`src/fads_pkg.sv`:
```
`default_nettype none

package fads_pkg;

    // detector lines wired to the panel
    localparam int unsigned LINE_COUNT = 8;

    // field widths
    localparam int unsigned OP_W   = 3;
    localparam int unsigned LINE_W = 3;
    localparam int unsigned SEC_W  = 9;
    localparam int unsigned CFG_W  = 9;

    // timing constants
    localparam int unsigned MS_PER_S    = 1000;
    localparam int unsigned BLINK_MS    = 500;
    localparam int unsigned ELAPSED_MAX = 524287;
    localparam int unsigned SAT_S       = ELAPSED_MAX / MS_PER_S;
    localparam int unsigned SAT_MS      = ELAPSED_MAX % MS_PER_S;
    localparam int unsigned ES_W        = $clog2(SAT_S + 1);
    localparam int unsigned MS_W        = $clog2(MS_PER_S);
    localparam int unsigned BLINK_W     = 9;

    // register reset values
    localparam logic [CFG_W-1:0] PREALARM_RST = 9'd30;
    localparam logic [CFG_W-1:0] VERIFY_RST   = 9'd60;

    typedef enum logic [2:0] {
        MODE_IDLE   = 3'd0,
        MODE_MENU   = 3'd1,
        MODE_PRE    = 3'd2,
        MODE_VERIFY = 3'd3,
        MODE_FIRE   = 3'd4
    } t_mode;

    typedef enum logic [OP_W-1:0] {
        OP_TICK       = 3'd0,
        OP_DETECT     = 3'd1,
        OP_ACK        = 3'd2,
        OP_RESET      = 3'd3,
        OP_MENU_ENTER = 3'd4,
        OP_MENU_EXIT  = 3'd5
    } t_opcode;

    typedef enum logic [0:0] {
        CFG_PREALARM = 1'b0,
        CFG_VERIFY   = 1'b1
    } t_cfg_idx;

    typedef struct packed {
        logic [OP_W-1:0]   opcode;
        logic [LINE_W-1:0] detector_line;
        logic              permitted;
    } t_event;

    typedef struct packed {
        logic [2:0]        alarm_mode;
        logic              led_on;
        logic              vent_on;
        logic              play_message;
        logic              stop_message;
        logic              clear_latches;
        logic [LINE_W-1:0] alarm_line;
        logic [SEC_W-1:0]  seconds_left;
    } t_result;

endpackage

`default_nettype wire

```
`src/fire_alarm_delay_sequencer_top.sv`:
```
// path: an item is held in the input register and passes the core when the result
//   register is free; its result is then registered there (one result per item)
// throughput: one item per cycle when not stalled, set by one state update per event
// reset: synchronous active low; mode idle, timers and led/vent cleared,
//   T1 = 30 s, T2 = 60 s, no result pending
`default_nettype none

module fire_alarm_delay_sequencer_top (
    input  wire                                i_clk,
    input  wire                                i_rst_n,
    // configuration write channel
    input  wire                                i_cfg_valid,
    output logic                               o_cfg_ready,
    input  wire [0:0]                          i_cfg_index,
    input  wire [fads_pkg::CFG_W-1:0]          i_cfg_data,
    // event channel
    input  wire                                i_in_valid,
    output logic                               o_in_stall,
    input  wire [fads_pkg::OP_W-1:0]           i_opcode,
    input  wire [fads_pkg::LINE_W-1:0]         i_detector_line,
    input  wire                                i_permitted,
    // result channel
    output logic                               o_out_valid,
    input  wire                                i_out_stall,
    output logic [2:0]                         o_alarm_mode,
    output logic                               o_led_on,
    output logic                               o_vent_on,
    output logic                               o_play_message,
    output logic                               o_stop_message,
    output logic                               o_clear_latches,
    output logic [fads_pkg::LINE_W-1:0]        o_alarm_line,
    output logic [fads_pkg::SEC_W-1:0]         o_seconds_left
);

    logic                r_in_valid;
    fads_pkg::t_event    r_in;
    logic                r_out_valid;
    fads_pkg::t_result   r_out;
    fads_pkg::t_result   result;
    logic                advance;
    logic                in_take;

    // event moves into the core when the result register is free
    assign advance    = r_in_valid && (!r_out_valid || !i_out_stall);
    assign o_in_stall = r_in_valid && r_out_valid && i_out_stall;
    assign in_take    = i_in_valid && !o_in_stall;
    assign o_cfg_ready = 1'b1;

    // input register
    always_ff @(posedge i_clk) begin
        if (!i_rst_n) begin
            r_in_valid <= 1'b0;
        end else if (in_take) begin
            r_in_valid <= 1'b1;
        end else if (advance) begin
            r_in_valid <= 1'b0;
        end
    end

    always_ff @(posedge i_clk) begin
        if (in_take) begin
            r_in.opcode        <= i_opcode;
            r_in.detector_line <= i_detector_line;
            r_in.permitted     <= i_permitted;
        end
    end

    fads_core u_core (
        .i_clk       (i_clk),
        .i_rst_n     (i_rst_n),
        .i_cfg_we    (i_cfg_valid && o_cfg_ready),
        .i_cfg_index (fads_pkg::t_cfg_idx'(i_cfg_index)),
        .i_cfg_data  (i_cfg_data),
        .i_ev_valid  (advance),
        .i_ev        (r_in),
        .o_result    (result)
    );

    // result register
    always_ff @(posedge i_clk) begin
        if (!i_rst_n) begin
            r_out_valid <= 1'b0;
        end else if (advance) begin
            r_out_valid <= 1'b1;
        end else if (!i_out_stall) begin
            r_out_valid <= 1'b0;
        end
    end

    always_ff @(posedge i_clk) begin
        if (advance) begin
            r_out <= result;
        end
    end

    assign o_out_valid     = r_out_valid;
    assign o_alarm_mode    = r_out.alarm_mode;
    assign o_led_on        = r_out.led_on;
    assign o_vent_on       = r_out.vent_on;
    assign o_play_message  = r_out.play_message;
    assign o_stop_message  = r_out.stop_message;
    assign o_clear_latches = r_out.clear_latches;
    assign o_alarm_line    = r_out.alarm_line;
    assign o_seconds_left  = r_out.seconds_left;

endmodule

`default_nettype wire

```
`src/fads_core.sv`:
```
`default_nettype none

module fads_core (
    input  wire                                i_clk,
    input  wire                                i_rst_n,
    input  wire                                i_cfg_we,
    input  wire fads_pkg::t_cfg_idx            i_cfg_index,
    input  wire [fads_pkg::CFG_W-1:0]          i_cfg_data,
    input  wire                                i_ev_valid,
    input  wire fads_pkg::t_event              i_ev,
    output fads_pkg::t_result                  o_result
);

    localparam logic [fads_pkg::MS_W-1:0]    MS_LAST   = fads_pkg::MS_W'(fads_pkg::MS_PER_S - 1);
    localparam logic [fads_pkg::ES_W-1:0]    SAT_S_V   = fads_pkg::ES_W'(fads_pkg::SAT_S);
    localparam logic [fads_pkg::MS_W-1:0]    SAT_MS_V  = fads_pkg::MS_W'(fads_pkg::SAT_MS);
    localparam logic [fads_pkg::BLINK_W-1:0] BLINK_V   = fads_pkg::BLINK_W'(fads_pkg::BLINK_MS);
    localparam logic [fads_pkg::BLINK_W-1:0] BLINK_TOP = '1;

    // configuration registers
    logic [fads_pkg::CFG_W-1:0] r_prealarm_s;
    logic [fads_pkg::CFG_W-1:0] r_verify_s;

    // sequencer state
    fads_pkg::t_mode                 r_mode, n_mode;
    logic [fads_pkg::ES_W-1:0]       r_elapsed_s, n_elapsed_s;
    logic [fads_pkg::MS_W-1:0]       r_elapsed_ms, n_elapsed_ms;
    logic [fads_pkg::BLINK_W-1:0]    r_blink, n_blink;
    logic                            r_led, n_led;
    logic                            r_vent, n_vent;
    logic [fads_pkg::LINE_W-1:0]     r_line, n_line;

    logic                            play, stop, clr;
    logic [fads_pkg::CFG_W-1:0]      stage_s;
    logic [fads_pkg::CFG_W-1:0]      next_stage_s;
    logic [fads_pkg::ES_W-1:0]       left_full;
    logic [fads_pkg::SEC_W-1:0]      left;
    logic                            line_ok;

    assign line_ok = 32'(i_ev.detector_line) < fads_pkg::LINE_COUNT;
    assign stage_s = (r_mode == fads_pkg::MODE_PRE) ? r_prealarm_s : r_verify_s;

    // configuration writes
    always_ff @(posedge i_clk) begin
        if (!i_rst_n) begin
            r_prealarm_s <= fads_pkg::PREALARM_RST;
            r_verify_s   <= fads_pkg::VERIFY_RST;
        end else if (i_cfg_we) begin
            unique case (i_cfg_index)
                fads_pkg::CFG_PREALARM: r_prealarm_s <= i_cfg_data;
                fads_pkg::CFG_VERIFY:   r_verify_s   <= i_cfg_data;
                default: ;
            endcase
        end
    end

    // state register
    always_ff @(posedge i_clk) begin
        if (!i_rst_n) begin
            r_mode       <= fads_pkg::MODE_IDLE;
            r_elapsed_s  <= '0;
            r_elapsed_ms <= '0;
            r_blink      <= '0;
            r_led        <= 1'b0;
            r_vent       <= 1'b0;
            r_line       <= '0;
        end else if (i_ev_valid) begin
            r_mode       <= n_mode;
            r_elapsed_s  <= n_elapsed_s;
            r_elapsed_ms <= n_elapsed_ms;
            r_blink      <= n_blink;
            r_led        <= n_led;
            r_vent       <= n_vent;
            r_line       <= n_line;
        end
    end

    // next state for one event
    always_comb begin
        n_mode       = r_mode;
        n_elapsed_s  = r_elapsed_s;
        n_elapsed_ms = r_elapsed_ms;
        n_blink      = r_blink;
        n_led        = r_led;
        n_vent       = r_vent;
        n_line       = r_line;
        play         = 1'b0;
        stop         = 1'b0;
        clr          = 1'b0;
        case (i_ev.opcode)
            fads_pkg::OP_TICK: begin
                if (r_mode == fads_pkg::MODE_PRE || r_mode == fads_pkg::MODE_VERIFY) begin
                    // saturating elapsed time, kept as seconds plus milliseconds
                    if (!(r_elapsed_s == SAT_S_V && r_elapsed_ms == SAT_MS_V)) begin
                        if (r_elapsed_ms == MS_LAST) begin
                            n_elapsed_ms = '0;
                            n_elapsed_s  = r_elapsed_s + 1'b1;
                        end else begin
                            n_elapsed_ms = r_elapsed_ms + 1'b1;
                        end
                    end
                    if (r_mode == fads_pkg::MODE_PRE) begin
                        // led blink
                        if (r_blink != BLINK_TOP) begin
                            n_blink = r_blink + 1'b1;
                        end
                        if (n_blink > BLINK_V) begin
                            n_blink = '0;
                            n_led   = ~r_led;
                        end
                    end else begin
                        n_led = 1'b1;
                    end
                    // stage timeout
                    if (n_elapsed_s > fads_pkg::ES_W'(stage_s) ||
                        (n_elapsed_s == fads_pkg::ES_W'(stage_s) && n_elapsed_ms != '0)) begin
                        n_mode = fads_pkg::MODE_FIRE;
                        n_vent = 1'b1;
                        n_led  = 1'b0;
                        play   = 1'b1;
                    end
                end
            end
            fads_pkg::OP_DETECT: begin
                if ((r_mode == fads_pkg::MODE_IDLE || r_mode == fads_pkg::MODE_MENU) && line_ok) begin
                    n_mode       = fads_pkg::MODE_PRE;
                    n_line       = i_ev.detector_line;
                    n_elapsed_s  = '0;
                    n_elapsed_ms = '0;
                    n_blink      = '0;
                    n_led        = 1'b0;
                end
            end
            fads_pkg::OP_ACK: begin
                if (i_ev.permitted && r_mode == fads_pkg::MODE_PRE) begin
                    n_mode       = fads_pkg::MODE_VERIFY;
                    n_elapsed_s  = '0;
                    n_elapsed_ms = '0;
                    n_led        = 1'b1;
                end
            end
            fads_pkg::OP_RESET: begin
                if (i_ev.permitted &&
                    (r_mode == fads_pkg::MODE_VERIFY || r_mode == fads_pkg::MODE_FIRE)) begin
                    n_mode       = fads_pkg::MODE_IDLE;
                    n_elapsed_s  = '0;
                    n_elapsed_ms = '0;
                    n_blink      = '0;
                    n_led        = 1'b0;
                    n_vent       = 1'b0;
                    stop         = 1'b1;
                    clr          = 1'b1;
                end
            end
            fads_pkg::OP_MENU_ENTER: begin
                if (i_ev.permitted && r_mode != fads_pkg::MODE_MENU) begin
                    n_mode = fads_pkg::MODE_MENU;
                end
            end
            fads_pkg::OP_MENU_EXIT: begin
                if (r_mode == fads_pkg::MODE_MENU) begin
                    n_mode = fads_pkg::MODE_IDLE;
                    n_led  = 1'b0;
                end
            end
            default: ;
        endcase
    end

    // whole seconds left of the running stage
    assign next_stage_s = (n_mode == fads_pkg::MODE_PRE) ? r_prealarm_s : r_verify_s;

    always_comb begin
        left_full = '0;
        if ((n_mode == fads_pkg::MODE_PRE || n_mode == fads_pkg::MODE_VERIFY) &&
            n_elapsed_s < fads_pkg::ES_W'(next_stage_s)) begin
            left_full = fads_pkg::ES_W'(next_stage_s) - n_elapsed_s
                        - fads_pkg::ES_W'(n_elapsed_ms != '0);
        end
    end

    assign left = left_full[fads_pkg::SEC_W-1:0];

    // result of this event
    always_comb begin
        o_result.alarm_mode    = n_mode;
        o_result.led_on        = n_led;
        o_result.vent_on       = n_vent;
        o_result.play_message  = play;
        o_result.stop_message  = stop;
        o_result.clear_latches = clr;
        o_result.alarm_line    = n_line;
        o_result.seconds_left  = left;
    end

    // millisecond part never reaches a full second
    a_ms_range: assert property (@(posedge i_clk) disable iff (!i_rst_n)
        r_elapsed_ms <= MS_LAST)
        else $error("elapsed milliseconds out of range");

    // message start only with the move into fire alarm
    a_play_fire: assert property (@(posedge i_clk) disable iff (!i_rst_n)
        i_ev_valid && o_result.play_message |=> r_mode == fads_pkg::MODE_FIRE && r_vent)
        else $error("message start without fire alarm");

    // a performed reset leaves everything off
    a_reset_idle: assert property (@(posedge i_clk) disable iff (!i_rst_n)
        i_ev_valid && o_result.stop_message |=>
            r_mode == fads_pkg::MODE_IDLE && !r_led && !r_vent)
        else $error("reset did not return to idle");

    // verification always shows a lit led
    a_verify_led: assert property (@(posedge i_clk) disable iff (!i_rst_n)
        r_mode == fads_pkg::MODE_VERIFY |-> r_led)
        else $error("led dark in verification");

    // state moves only on an event
    a_hold: assert property (@(posedge i_clk) disable iff (!i_rst_n)
        !i_ev_valid |=> $stable(r_mode) && $stable(r_elapsed_ms))
        else $error("state changed without an event");

endmodule

`default_nettype wire
```
`config.mk`:
```
export PLATFORM = sky130hd
export DESIGN_NAME = fire_alarm_delay_sequencer_top
export DESIGN_NICKNAME = d
export VERILOG_FILES = /design/src/fads_pkg.sv /design/src/fire_alarm_delay_sequencer_top.sv /design/src/fads_core.sv
export SDC_FILE = /design/constraint.sdc
export NUM_CORES = 1
export LEC_CHECK = 0
export BUFFER_PORTS_ARGS = -buffer_cell sky130_fd_sc_hd__buf_4
export CAP_MARGIN = 20
export CORE_MARGIN = 2
export CORE_UTILIZATION = 57
export CTS_BUF_LIST = sky130_fd_sc_hd__clkbuf_8
export CTS_CLUSTER_SIZE = 12
export DETAILED_ROUTE_END_ITERATION = 10
export PLACE_DENSITY_LB_ADDON = 0.3
export SETUP_SLACK_MARGIN = 0.05
export SLEW_MARGIN = 25
export SYNTH_ARGS = -nofsm -noshare
export SYNTH_HDL_FRONTEND = slang
export SYNTH_HIERARCHICAL = 1
export SYNTH_SLANG_ARGS = --single-unit
```
`constraint.sdc`:
```
create_clock -name i_clk -period 5.6 [get_ports i_clk]
set_input_delay 1.12 -clock i_clk [delete_from_list [all_inputs] [get_ports i_clk]]
set_output_delay 1.12 -clock i_clk [all_outputs]
set_load 0.02 [all_outputs]
```
==> results.toml <==
[logic_synthesis]
yosysUniqueCellTypes = 72
ys_seq_area_share_pct = 34.1
syn_inst = 703
yosysWarnings = 6
syn_area_um2 = 5720
synthArstFlopShare_pct = 0
synth_edf_count = 27
syn_avg_cell_area_um2 = 8.14
synth_ff_type = "dfxtp_1"
synthesis.nets = 762
ys_ff_latch = 84

[status]
status = "complete, but fails checks"
violations = "setup timing"

[detailed_routing]
vias = 5643
drt-initial-drc-count = 657
routed_wl_um = 16100
post-route-drc-count = 0
viasPerCell = 6.27
wl_per_cell_um = 17.9
first_pass_iters = 5
ant_nets = 0

[cts]
cts_max_path_buffers = 2
cts_tree = "yes"
worstSkewPairLatency_ps = 380
ctsHoldBuffers = 0
htreeDepth = 3
clk_pin_slew_ps = 90
cts_sinks = 84
cts_buffers = 9
cts_root_buf = "clkbuf_8"

[run]
maxCapViolCount = 0

[worst_setup_path]
cp_slowest_cell = "or4b_4"
arrival_ps = 5960
worstPathMaxFanout = 8
timing.rr.start = "u_core/r_elapsed_ms[4]$_SDFFE_PN0P_"
max_stage_delay_ps = 550
critPathLaunch = "u_core/r_elapsed_ms[4]$_SDFFE_PN0P_"
start_kind = "flip-flop"
critPathCaptureType = "flip-flop"
worstSetupPathType = "flip-flop to flip-flop"
cp.required_ps = 5830
regToRegSetupSlack_ps = -130

[floorplan]
start_util_pct = 58.5
rows = 36
die_y_um = 104
fp.dieW_um = 104
core-area_um2 = 9770
io-pin-count = 45
dieArea_um2 = 10900

[layout]
layout.nets = 821
layout_common_cells = "88 x nand2_1, 87 x buf_4, 58 x nor2_1"
n_antenna_cell = 0
finalNonFillerCells = 900
stdcell_area_um2 = 6910
drive_above_1_share_pct = 24.4
final_common_cell = "nand2_1"
n_fill_cell = 729
area_growth_pct = 20.8

[placement]
postPlaceCellArea_um2 = 6300
dp_cells = 860
gp_congestion = 0.948
dp_hpwl_um = 10800
numPortBuffers = 43

[global_route]
grt_max_degree = 46
antenna_found_initial = 0
overflow = 0
grt_pass1_wl_um = 25200
grt_pass1_vias = 5282
track_usage_pct = 28.3

[timing]
finalClockSkew_ps = 15.6
final-hold-violation-count = 0
slew_viol_final = 0
timing.setup.tns_ps = -251
whs_ps = 503
fin_crit_sh_pct = 102
timing.final.ws_setup_ps = -131
rsz0062_at_grt = "yes"
period_needed_ps = 5730
fmax_mhz = 174
finalSetupViolations = 4
maxSlewHeadroom_pct = 33.1
worstMarginPinSlew_ps = 997

[power_and_ir_drop]
ir_drop_v = 0.000152
p_leak_nw = 2.67
finalPower_mw = 1.44
power.density_nw_per_um2 = 208

[min_path]
hold_start = "u_core/r_line[1]$_SDFFE_PN0P_"
hp-class = "flip-flop to flip-flop"
path summary, 6_finish.rpt:
kind,depth (start not counted),end
setup / recovery,27,o_seconds_left[7]$_DFFE_PP_
hold / removal,2,u_core/r_line[1]$_SDFFE_PN0P_
setup reg to reg,27,o_seconds_left[7]$_DFFE_PP_
hold reg to reg,2,u_core/r_line[1]$_SDFFE_PN0P_
sequential cells by signal, indices dropped and copies added, names as in the netlist:
register             cells
o_alarm_line             3
o_alarm_mode             3
o_clear_latches          1
o_led_on                 1
o_out_valid              1
o_play_message           1
o_seconds_left           9
o_stop_message           1
o_vent_on                1
r_in                     7
r_in_valid               1
u_core/r_blink           9
u_core/r_elapsed_ms     10
u_core/r_elapsed_s      10
u_core/r_led             1
u_core/r_line            3
u_core/r_mode            3
u_core/r_prealarm_s      9
u_core/r_vent            1
u_core/r_verify_s        9
cells in the mapped netlist, types with 5 or more instances:
| master | number | area (um^2) |
|---|---|---|
| a22oi_1 | 6 | 45.0 |
| xnor2_1 | 10 | 87.6 |
| o21ai_0 | 38 | 190 |
| fa_1 | 5 | 100 |
| and2_1 | 11 | 68.8 |
| nor3_1 | 18 | 90.1 |
| and3_1 | 10 | 62.6 |
| nand4_1 | 8 | 50.1 |
| or2_2 | 8 | 50.1 |
| nand2b_1 | 10 | 62.6 |
| clkbuf_1 | 29 | 109 |
| buf_4 | 6 | 45.0 |
| dfxtp_1 | 57 | 1140 |
| or3_1 | 6 | 37.5 |
| a211oi_1 | 12 | 90.1 |
| o31ai_1 | 6 | 45.0 |
| ha_1 | 32 | 400 |
| a31oi_1 | 10 | 62.6 |
| buf_2 | 6 | 30.0 |
| mux2i_1 | 20 | 200 |
| a21oi_1 | 54 | 270 |
| nor2b_1 | 10 | 62.6 |
| nor2_1 | 62 | 233 |
| inv_1 | 34 | 128 |
| mux2_2 | 5 | 56.3 |
| edfxtp_1 | 27 | 811 |
| nand2_1 | 89 | 334 |
| nand3_1 | 32 | 160 |
where the power goes:
part / switching [mW] / leakage [nW] / internal [mW]
Sequential: 0.0246 / 0.732 / 0.657
Clock: 0.237 / 0.0842 / 0.159
Combinational: 0.198 / 1.86 / 0.159
critical path: cells and delay by family, from the launching register on:
kind            cells  cell delay [ps]
fa+ha+maj           3              740
mux                 1              330
compound gates      6             1020
flops               1              330
buf+inv             4              390
simple gates       12             2630
xor+xnor            1              140
cells by family after synthesis:
| kind of cell | after synthesis | share of synthesized area (%) |
|---|---|---|
| DFF | 84 | 34.1 |
| muxes | 25 | 4.48 |
| xor gates and xnor gates | 14 | 2.14 |
| AOI/OAI and AO/OA | 174 | 19.4 |
| and+or+nand+nor | 287 | 24.8 |
| other | 1 | 0.0656 |
| adders and majority gates | 37 | 8.75 |
| buffers and inverters | 81 | 6.23 |
layer usage:
layer / up-vias / GRT usage [%] / part of all wire [%]
met5: - / 0 / 0
met3: 43 / 3.82 / 6.8
met4: 0 / 12.6 / 3.4
met1: 2696 / 37.2 / 43
met2: 288 / 46.7 / 47
li1: 2616 / - / -
repair_timing:
| action | in CTS | in global routing |
|---|---|---|
| gates cloned | 0 | 1 |
| endpoints found under the setup margin | 9 | 9 |
| pin swaps | 18 | 29 |
| gates resized for setup | 27 | 33 |
| setup buffers | 15 | 8 |
stage by stage:
stage               utilization, %  setup WS (ps)
floorplan                        -           60.1
global placement              64.4           86.3
detailed placement            64.4           -116
CTS                           68.4          -5.18
global route                  70.7           -307
finish                        70.7           -131
layout make-up:
cell class / instances / area, um^2 / area share (%)
multi-input cells: 539 / 3760 / 54.4
flip-flops and latches: 84 / 1960 / 28.4
repair buffers: 92 / 718 / 10.4
well taps: 133 / 166 / 2.41
inverters: 36 / 135 / 1.96
clock buffers: 9 / 124 / 1.79
clock inverters: 7 / 43.8 / 0.634
(Power assumes the default switching activity.)
